`config.mk`:
```
export PLATFORM = sky130hd
export DESIGN_NAME = first_match_ip_access_list_unit_flat
export DESIGN_NICKNAME = d
export VERILOG_FILES = /design/src/hdl/fmacl_pkg.sv /design/src/hdl/fmacl_if.sv /design/src/hdl/fmacl_ram.sv /design/src/hdl/fmacl_ctrl.sv /design/src/hdl/first_match_ip_access_list_unit.sv /design/src/flat_wrapper.sv
export SDC_FILE = /design/constraint.sdc
export NUM_CORES = 2
export LEC_CHECK = 0
export CAP_MARGIN = 40
export CORE_MARGIN = 10
export CORE_UTILIZATION = 40
export DETAILED_ROUTE_END_ITERATION = 7
export DONT_BUFFER_PORTS = 1
export PLACE_DENSITY = 0.6
export SLEW_MARGIN = 20
export SYNTH_ARGS = -nofsm -noshare
export SYNTH_HDL_FRONTEND = slang
export SYNTH_SLANG_ARGS = --single-unit
```
`constraint.sdc`:
```
create_clock -name i_clk -period 6.3 [get_ports i_clk]
set_input_delay 0.945 -clock i_clk [delete_from_list [all_inputs] [get_ports i_clk]]
set_output_delay 0.945 -clock i_clk [all_outputs]
set_load 0.03 [all_outputs]
```
`src/hdl/fmacl_pkg.sv`:
```
package fmacl_pkg;

    localparam int TABLE_DEPTH_DEF = 32;

    localparam logic [1:0] MODE_CLEAR  = 2'd0;
    localparam logic [1:0] MODE_APPEND = 2'd1;
    localparam logic [1:0] MODE_CHECK  = 2'd2;

    localparam logic [1:0] KIND_READ     = 2'd0;
    localparam logic [1:0] KIND_WRITE    = 2'd1;
    localparam logic [1:0] KIND_REGISTER = 2'd2;

    localparam int PERMIT_READ     = 0;
    localparam int PERMIT_WRITE    = 1;
    localparam int PERMIT_REGISTER = 2;

    typedef enum logic {
        ST_IDLE,
        ST_WALK
    } t_state;

    typedef struct packed {
        logic [31:0] address;
        logic [31:0] netmask;
        logic [2:0]  permits;
    } t_entry;

    typedef struct packed {
        logic allowed;
        logic matched;
        logic status;
    } t_result;

endpackage

```
`src/hdl/fmacl_if.sv`:
```
interface fmacl_req_if;
    logic        valid;
    logic        ready;
    logic [1:0]  mode;
    logic [31:0] rule_address;
    logic [31:0] rule_netmask;
    logic [2:0]  rule_permits;
    logic [31:0] query_address;
    logic [1:0]  perm_kind;
    logic        user_exempt;

    modport source (
        output valid, mode, rule_address, rule_netmask, rule_permits,
               query_address, perm_kind, user_exempt,
        input  ready
    );
    modport sink (
        input  valid, mode, rule_address, rule_netmask, rule_permits,
               query_address, perm_kind, user_exempt,
        output ready
    );
endinterface

interface fmacl_rsp_if;
    logic valid;
    logic ready;
    logic allowed;
    logic matched;
    logic status;

    modport source (
        output valid, allowed, matched, status,
        input  ready
    );
    modport sink (
        input  valid, allowed, matched, status,
        output ready
    );
endinterface

```
`src/hdl/fmacl_ram.sv`:
```
module fmacl_ram #(
    parameter int WIDTH = 8,
    parameter int DEPTH = 32,
    localparam int AW = (DEPTH > 1) ? $clog2(DEPTH) : 1
) (
    input  logic             i_clk,
    input  logic             i_wr_en,
    input  logic [AW-1:0]    i_wr_addr,
    input  logic [WIDTH-1:0] i_wr_data,
    input  logic             i_rd_en,
    input  logic [AW-1:0]    i_rd_addr,
    output logic [WIDTH-1:0] o_rd_data
);

    logic [WIDTH-1:0] r_mem [DEPTH];
    logic [WIDTH-1:0] r_rd_data;

    always_ff @(posedge i_clk) begin
        if (i_wr_en) begin
            r_mem[i_wr_addr] <= i_wr_data;
        end
        if (i_rd_en) begin
            r_rd_data <= r_mem[i_rd_addr];
        end
    end

    assign o_rd_data = r_rd_data;

endmodule

```
`src/hdl/fmacl_ctrl.sv`:
```
module fmacl_ctrl
    import fmacl_pkg::*;
#(
    parameter int TABLE_DEPTH = TABLE_DEPTH_DEF,
    localparam int AW = (TABLE_DEPTH > 1) ? $clog2(TABLE_DEPTH) : 1,
    localparam int CW = $clog2(TABLE_DEPTH + 1)
) (
    input  logic          i_clk,
    input  logic          i_rst_n,
    fmacl_req_if.sink     i_req,
    fmacl_rsp_if.source   o_rsp,
    output logic          o_wr_en,
    output logic [AW-1:0] o_wr_addr,
    output t_entry        o_wr_data,
    output logic          o_rd_en,
    output logic [AW-1:0] o_rd_addr,
    input  t_entry        i_rd_data
);

    t_state        r_state, n_state;
    logic [CW-1:0] r_cnt, n_cnt;
    logic [CW-1:0] r_idx, n_idx;
    logic          r_pend, n_pend;
    logic [31:0]   r_query, n_query;
    logic [1:0]    r_kind, n_kind;
    logic          r_out_valid, n_out_valid;
    t_result       r_out, n_out;

    logic accept;
    logic exempt_grant;
    logic table_full;
    logic issue;
    logic hit;
    logic granted;
    logic walk_done;

    assign i_req.ready  = (r_state == ST_IDLE) && (!r_out_valid || o_rsp.ready);
    assign accept       = i_req.valid && i_req.ready;
    assign exempt_grant = i_req.user_exempt && (i_req.perm_kind != KIND_REGISTER);
    assign table_full   = (r_cnt == CW'(TABLE_DEPTH));

    // Reads go out for the stored rules in turn; each compare runs in the cycle after its read.
    assign issue     = (r_state == ST_WALK) && (r_idx < r_cnt);
    assign hit       = ((i_rd_data.address ^ r_query) & i_rd_data.netmask) == 32'd0;
    assign walk_done = (r_pend && hit) || (!r_pend && !issue);

    always_comb begin
        case (r_kind)
            KIND_READ:     granted = i_rd_data.permits[PERMIT_READ];
            KIND_WRITE:    granted = i_rd_data.permits[PERMIT_WRITE];
            KIND_REGISTER: granted = i_rd_data.permits[PERMIT_REGISTER];
            default:       granted = 1'b0;
        endcase
    end

    always_comb begin
        n_state = r_state;
        unique case (r_state)
            ST_IDLE: begin
                if (accept && i_req.mode == MODE_CHECK && !exempt_grant
                        && r_cnt != '0) begin
                    n_state = ST_WALK;
                end
            end
            ST_WALK: begin
                if (walk_done) begin
                    n_state = ST_IDLE;
                end
            end
            default: n_state = ST_IDLE;
        endcase
    end

    always_comb begin
        n_cnt       = r_cnt;
        n_idx       = r_idx;
        n_pend      = 1'b0;
        n_query     = r_query;
        n_kind      = r_kind;
        n_out_valid = r_out_valid && !o_rsp.ready;
        n_out       = r_out;
        o_wr_en     = 1'b0;
        o_wr_addr   = r_cnt[AW-1:0];
        o_wr_data   = '{address: i_req.rule_address,
                        netmask: i_req.rule_netmask,
                        permits: i_req.rule_permits};
        o_rd_en     = 1'b0;
        o_rd_addr   = r_idx[AW-1:0];

        unique case (r_state)
            ST_IDLE: begin
                if (accept) begin
                    n_out_valid = 1'b1;
                    n_out       = '0;
                    case (i_req.mode)
                        MODE_CLEAR: begin
                            n_cnt = '0;
                        end
                        MODE_APPEND: begin
                            if (table_full) begin
                                n_out.status = 1'b1;
                            end else begin
                                o_wr_en = 1'b1;
                                n_cnt   = r_cnt + CW'(1);
                            end
                        end
                        MODE_CHECK: begin
                            if (exempt_grant) begin
                                n_out.allowed = 1'b1;
                            end else if (r_cnt != '0) begin
                                n_out_valid = 1'b0;
                                n_idx       = '0;
                                n_query     = i_req.query_address;
                                n_kind      = i_req.perm_kind;
                            end
                        end
                        default: begin
                            n_out = '0;
                        end
                    endcase
                end
            end
            ST_WALK: begin
                o_rd_en = issue;
                n_pend  = issue;
                if (issue) begin
                    n_idx = r_idx + CW'(1);
                end
                if (walk_done) begin
                    n_out_valid = 1'b1;
                    n_out       = '0;
                    if (r_pend) begin
                        n_out.matched = 1'b1;
                        n_out.allowed = granted;
                    end
                end
            end
            default: begin
                n_out_valid = r_out_valid;
            end
        endcase
    end

    always_ff @(posedge i_clk) begin
        if (!i_rst_n) begin
            r_state     <= ST_IDLE;
            r_cnt       <= '0;
            r_pend      <= 1'b0;
            r_out_valid <= 1'b0;
        end else begin
            r_state     <= n_state;
            r_cnt       <= n_cnt;
            r_pend      <= n_pend;
            r_out_valid <= n_out_valid;
        end
    end

    always_ff @(posedge i_clk) begin
        r_idx   <= n_idx;
        r_query <= n_query;
        r_kind  <= n_kind;
        r_out   <= n_out;
    end

    assign o_rsp.valid   = r_out_valid;
    assign o_rsp.allowed = r_out.allowed;
    assign o_rsp.matched = r_out.matched;
    assign o_rsp.status  = r_out.status;

endmodule

```
`src/hdl/first_match_ip_access_list_unit.sv`:
```
// Ordered IPv4 access list with first-match lookup. Mode 0 empties the list,
// mode 1 appends a rule (address, mask, read/write/register permits) or
// reports status 1 when the list is full, and mode 2 checks a query address
// for one permission kind. Clears, appends, exempt grants and checks against
// an empty list are answered straight from the idle state, without a walk.
// Any other check walks the rules in order through the single read port of
// the rule RAM, one rule per cycle, and stops at the first match; with no
// match it returns once all N stored rules have been read. One request is
// handled at a time; the next one is taken once the result register is free
// or is being drained.
module first_match_ip_access_list_unit
    import fmacl_pkg::*;
#(
    parameter int TABLE_DEPTH = TABLE_DEPTH_DEF,
    localparam int AW = (TABLE_DEPTH > 1) ? $clog2(TABLE_DEPTH) : 1
) (
    input  logic        i_clk,
    input  logic        i_rst_n,
    fmacl_req_if.sink   i_req,
    fmacl_rsp_if.source o_rsp
);

    logic          wr_en;
    logic [AW-1:0] wr_addr;
    t_entry        wr_data;
    logic          rd_en;
    logic [AW-1:0] rd_addr;
    t_entry        rd_data;

    fmacl_ctrl #(
        .TABLE_DEPTH (TABLE_DEPTH)
    ) u_ctrl (
        .i_clk     (i_clk),
        .i_rst_n   (i_rst_n),
        .i_req     (i_req),
        .o_rsp     (o_rsp),
        .o_wr_en   (wr_en),
        .o_wr_addr (wr_addr),
        .o_wr_data (wr_data),
        .o_rd_en   (rd_en),
        .o_rd_addr (rd_addr),
        .i_rd_data (rd_data)
    );

    fmacl_ram #(
        .WIDTH ($bits(t_entry)),
        .DEPTH (TABLE_DEPTH)
    ) u_rule_ram (
        .i_clk     (i_clk),
        .i_wr_en   (wr_en),
        .i_wr_addr (wr_addr),
        .i_wr_data (wr_data),
        .i_rd_en   (rd_en),
        .i_rd_addr (rd_addr),
        .o_rd_data (rd_data)
    );

endmodule

```
`src/flat_wrapper.sv`:
```
// flat-port wrapper written by rule: the top's interface ports become plain ports
module first_match_ip_access_list_unit_flat import fmacl_pkg::*;
#(
    parameter int TABLE_DEPTH = TABLE_DEPTH_DEF,
    localparam int AW = (TABLE_DEPTH > 1) ? $clog2(TABLE_DEPTH) : 1
)
  (i_clk, i_rst_n, i_req_valid, i_req_mode, i_req_rule_address, i_req_rule_netmask, i_req_rule_permits, i_req_query_address, i_req_perm_kind, i_req_user_exempt, i_req_ready, o_rsp_valid, o_rsp_allowed, o_rsp_matched, o_rsp_status, o_rsp_ready);
  fmacl_req_if i_req_i ();
  fmacl_rsp_if o_rsp_i ();
  input  logic i_clk;
  input  logic i_rst_n;
  input wire logic [$bits(i_req_i.valid)-1:0] i_req_valid;
  input wire logic [$bits(i_req_i.mode)-1:0] i_req_mode;
  input wire logic [$bits(i_req_i.rule_address)-1:0] i_req_rule_address;
  input wire logic [$bits(i_req_i.rule_netmask)-1:0] i_req_rule_netmask;
  input wire logic [$bits(i_req_i.rule_permits)-1:0] i_req_rule_permits;
  input wire logic [$bits(i_req_i.query_address)-1:0] i_req_query_address;
  input wire logic [$bits(i_req_i.perm_kind)-1:0] i_req_perm_kind;
  input wire logic [$bits(i_req_i.user_exempt)-1:0] i_req_user_exempt;
  output wire logic [$bits(i_req_i.ready)-1:0] i_req_ready;
  output wire logic [$bits(o_rsp_i.valid)-1:0] o_rsp_valid;
  output wire logic [$bits(o_rsp_i.allowed)-1:0] o_rsp_allowed;
  output wire logic [$bits(o_rsp_i.matched)-1:0] o_rsp_matched;
  output wire logic [$bits(o_rsp_i.status)-1:0] o_rsp_status;
  input wire logic [$bits(o_rsp_i.ready)-1:0] o_rsp_ready;
  assign i_req_i.valid = i_req_valid;
  assign i_req_i.mode = i_req_mode;
  assign i_req_i.rule_address = i_req_rule_address;
  assign i_req_i.rule_netmask = i_req_rule_netmask;
  assign i_req_i.rule_permits = i_req_rule_permits;
  assign i_req_i.query_address = i_req_query_address;
  assign i_req_i.perm_kind = i_req_perm_kind;
  assign i_req_i.user_exempt = i_req_user_exempt;
  assign i_req_ready = i_req_i.ready;
  assign o_rsp_valid = o_rsp_i.valid;
  assign o_rsp_allowed = o_rsp_i.allowed;
  assign o_rsp_matched = o_rsp_i.matched;
  assign o_rsp_status = o_rsp_i.status;
  assign o_rsp_i.ready = o_rsp_ready;
  first_match_ip_access_list_unit #(.TABLE_DEPTH(TABLE_DEPTH)) u_core (.i_clk(i_clk), .i_rst_n(i_rst_n), .i_req(i_req_i), .o_rsp(o_rsp_i));
endmodule
```
==> results_tabular.tex <==
\begin{tabular}{lr}
\hline
Metric & Value \\
\hline
\multicolumn{2}{l}{\textbf{Status}} \\
\quad Result of the run & finished clean \\
\multicolumn{2}{l}{\textbf{Clock network}} \\
\quad TritonCTS clock tree & built \\
\quad Clock sinks & 2263 \\
\quad TritonCTS buffer count & 223 \\
\quad Quantity of gates resized following cts & 0 \\
\quad Root Buffer & clkbuf\_16 \\
\quad Clock Latency Late Sink & 840 ps \\
\quad Number of H-tree branching levels & 4 \\
\quad Clock edge transition at the registers on the reported setup and hold paths & 60 ps \\
\quad Number of buffers between clock root and the deepest sink & 3 \\
\quad Post-CTS setup buffers & 0 \\
\quad CTS Hold Bufs & 0 \\
\multicolumn{2}{l}{\textbf{Finish}} \\
\quad Register area & 0.06787 mm2 \\
\quad Fraction of layout instances using a drive strength above 1 & 0.3183 \\
\quad Area occupied by multi-input gates & 0.01730 mm2 \\
\quad Layout Cell Area excl Fill & 0.09712 mm2 \\
\quad \# nets final & 3646 \\
\quad Number of inserted filler cells in the final layout & 17428 \\
\quad Synth-to-layout area growth & 13.31\% \\
\multicolumn{2}{l}{\textbf{Synthesis}} \\
\quad Most frequent cell after synthesis & edfxtp\_1 \\
\quad Most frequent cells after synthesis & edfxtp\_1, mux4\_2, clkbuf\_1, mux2\_2, nor2\_1 \\
\quad Avg Inst Size Synth & 25.54 um2 \\
\quad Post-synth top flop & edfxtp\_1 \\
\quad Total number of yosys warnings & 0 \\
\quad Sequential-to-total area share from yosys stat & 0.7918 \\
\quad Syn nets & 3474 \\
\quad Cell types with the largest area share after synthesis & edfxtp\_1, mux4\_2, mux2\_2, xor2\_1, clkbuf\_1 \\
\quad Area share of the largest cell type after synthesis & 0.7897 \\
\quad Synthesized area & 0.08571 mm2 \\
\quad Synth Instances & 3356 \\
\quad Async SR Flop Fraction & 0 \\
\quad Cell type with the largest total area after synthesis & edfxtp\_1 \\
\quad Number of enable-type register cells in the synthesized netlist & 2254 \\
\quad Number of register bits inferred by synthesis & 2263 \\
\quad Unique masters post-synth & 41 \\
\multicolumn{2}{l}{\textbf{Timing}} \\
\quad Time the worst path needs with I/O delays and setup & 3880 ps \\
\quad Period Utilization, post-route & 0.6159 \\
\quad F\_max & 257.7 MHz \\
\quad Number of hold violations in the final report & 0 \\
\quad Actual transition at the worst max-transition pin & 952.2 ps \\
\quad Setup-violating endpoint count in the final report & 0 \\
\quad Post-route clock skew & 33.89 ps \\
\quad Total Negative Setup Slacks & 0 ps \\
\quad Slew HR & 0.3652 \\
\quad Slew Viols, Final & 0 \\
\quad Unrepaired setup endpoints after global routing & no \\
\multicolumn{2}{l}{\textbf{Route}} \\
\quad Routed via count divided by cell count & 5.721 \\
\quad DRT antenna net count & 0 \\
\quad Length of the first detailed-routing pass in iterations & 6 \\
\quad Routed wirelength normalized by instance count & 32.47 um \\
\quad Routed via count & 37394 \\
\quad Wire length after detailed routing & 212200 um \\
\quad DRC errors left & 0 \\
\quad Iteration-0 DRC count of the detailed router & 3820 \\
\multicolumn{2}{l}{\textbf{Floorplan}} \\
\quad Die boundary height & 482.9 um \\
\quad Core footprint & 0.2127 mm2 \\
\quad Total number of placement rows & 169 \\
\quad Horizontal die dimension & 482.9 um \\
\quad Overall die area & 0.2332 mm2 \\
\quad I/O pin cnt & 113 \\
\quad Initial Utilization & 0.4029 \\
\multicolumn{2}{l}{\textbf{Run}} \\
\quad Number of max-cap violations & 0 \\
\multicolumn{2}{l}{\textbf{Setup path}} \\
\quad Endpoint type of the worst setup path & register \\
\quad CP Data Arrival Time & 4330 ps \\
\quad Reg-to-reg critical path endpoint & u\_core.u\_rule\_ram.r\_mem[22][55] \\
\quad Standard cell with the maximum stage delay on the critical path & buf\_4 \\
\quad Element type at the critical path start & register \\
\quad Critical Setup Path Class & register to register \\
\quad Required time of the critical path & 6750 ps \\
\quad List of cells traversed by the critical path & inv\_1, ha\_1, and3\_1, nor3b\_1, nand2\_1, nor2\_4, buf\_4 \\
\quad Peak per-stage delay on the critical path & 650 ps \\
\quad Number of buffer and inverter instances along the worst setup path & 2 \\
\quad Setup slack of the most critical reg-to-reg path & 2420 ps \\
\quad Worst reg2reg path startpoint & u\_core.u\_ctrl.r\_cnt[0] \\
\quad Biggest fanout along the worst timing path & 23 \\
\quad Depth of the worst register-to-register path & 7 \\
\quad Top cell family by delay on the critical path & simple AND/OR/NAND/NOR gates \\
\multicolumn{2}{l}{\textbf{Global routing}} \\
\quad Number of global-route vias before repair & 38050 \\
\quad Antenna violations before repair & 8 \\
\quad Maximum number of pins on one net before global-route repair & 120 \\
\quad Tot GR Track Use & 0.1816 \\
\quad GRT Residual Overflow & 0 \\
\quad Global-route wire length before repair & 301900 um \\
\multicolumn{2}{l}{\textbf{Worst hold path}} \\
\quad Capture endpoint of the worst hold path & u\_core.u\_rule\_ram.r\_mem[21][60] \\
\quad Hold Path Cell Cnt & 0 \\
\quad Start point of the worst min-delay path & i\_req\_rule\_address[25] \\
\quad Worst min path class & primary input to register \\
\multicolumn{2}{l}{\textbf{Pwr}} \\
\quad Pwr Density & 304.0 mW/mm2 \\
\quad VDD IR-drop max & 0.2994 mV \\
\quad Leakage & 29.03 nW \\
\multicolumn{2}{l}{\textbf{Placed design}} \\
\quad Detailed Place HPWL & 121200 um \\
\quad Global placement routability congestion & 0.7786 \\
\quad Number of port buffers & 0 \\
\quad DP Area & 0.08997 mm2 \\
\hline
\end{tabular}
## flip-flops by register name, indices dropped and copies added, names as in the netlist
| register | flops |
|---|---|
| u_core.u_ctrl.o_rsp.allowed | 1 |
| u_core.u_ctrl.r_state | 1 |
| u_core.u_ctrl.r_kind | 2 |
| u_core.u_ctrl.o_rsp.matched | 1 |
| u_core.u_rule_ram.o_rd_data | 67 |
| u_core.u_rule_ram.r_mem | 2144 |
| u_core.u_ctrl.o_rsp.valid | 1 |
| u_core.u_ctrl.r_query | 32 |
| u_core.u_ctrl.r_idx | 6 |
| u_core.u_ctrl.o_rsp.status | 1 |
| u_core.u_ctrl.r_pend | 1 |
| u_core.u_ctrl.r_cnt | 6 |
## final cells by class
type                            count  share of cell area
Multi-Input combinational cell    921              0.1782
Clock buffer                      274             0.06009
Timing Repair Buffer              108             0.01394
Clock inverter                    136             0.01215
Antenna cell                        2          0.00005153
Sequential cell                  2263              0.6988
Inverter                           11           0.0004509
Tap cell                         2821             0.03634
## placed cells by master (no fill, tap or decap), types with 8 or more instances in the layout
master,instances
edfxtp_1,2254
mux4_2,670
clkbuf_16,226
mux2_2,67
buf_4,67
clkinv_1,62
clkbuf_1,48
buf_12,37
clkinv_2,36
xor2_1,34
nor2_4,31
bufinv_16,18
nor2_1,17
a22oi_1,16
nand3_1,15
nand2_1,11
inv_1,10
ha_1,10
dfxtp_1,9
nand4_1,8
## how the worst max path moves through the flow
stage / start / to / slack (ps) / depth (start not counted)
after floorplan: i_req_perm_kind[1] / u_core.u_ctrl.r_idx[0] / 680 / 4
after global placement: i_req_mode[1] / u_core.u_rule_ram.r_mem[18][23] / 1920 / 6
after detailed placement: o_rsp_ready / u_core.u_rule_ram.r_mem[1][27] / 2050 / 6
after CTS: u_core.u_ctrl.r_cnt[0] / u_core.u_rule_ram.r_mem[1][30] / 2370 / 7
after global routing: u_core.u_ctrl.r_cnt[0] / u_core.u_rule_ram.r_mem[1][27] / 2230 / 7
final: u_core.u_ctrl.r_cnt[0] / u_core.u_rule_ram.r_mem[22][55] / 2420 / 7
## power breakdown
part	switching (mW)	total [mW]	leakage [nW]	internal [mW]
logic	0.0578	0.101	5.26	0.0427
registers	0.0105	16.6	20.3	16.6
clock network	5.56	12.8	3.42	7.29
total	5.62	29.5	29.0	23.9
## cell families after synthesis
| group | share of synthesized area |
|---|---|
| xor+xnor | 0.004087 |
| mux | 0.1850 |
| flops | 0.7918 |
| compound gates | 0.002671 |
| fa+ha+maj | 0.001460 |
| buf+inv | 0.009357 |
| simple gates | 0.005679 |
## per-stage QoR
| stage | worst slack, ps | hold slack, ps | cells | util | power [mW] |
|---|---|---|---|---|---|
| CTS | 2366 | 125.4 | 6529 | 0.4559 | 29.79 |
| finish | 2420 | 199.6 | 6536 | 0.4565 | 29.52 |
| global placement | 1915 | 584.4 | 6115 | 0.4226 | 17.00 |
| global route | 2225 | 143.8 | 6534 | 0.4565 | 30.40 |
| detailed placement | 2048 | 590.3 | 6119 | 0.4230 | 17.00 |
| floorplan | 677.9 | 538.1 | 3356 | - | 16.96 |
## routing by layer
layer / global-route usage / part of all wire / vias up
li1: - / - / 15017
met4: 0.04844 / 0.027 / 0
met3: 0.03654 / 0.061 / 280
met1: 0.2422 / 0.40 / 20928
met5: 0 / 0 / -
met2: 0.3059 / 0.51 / 1169
Power figures use the tool's default switching activity.
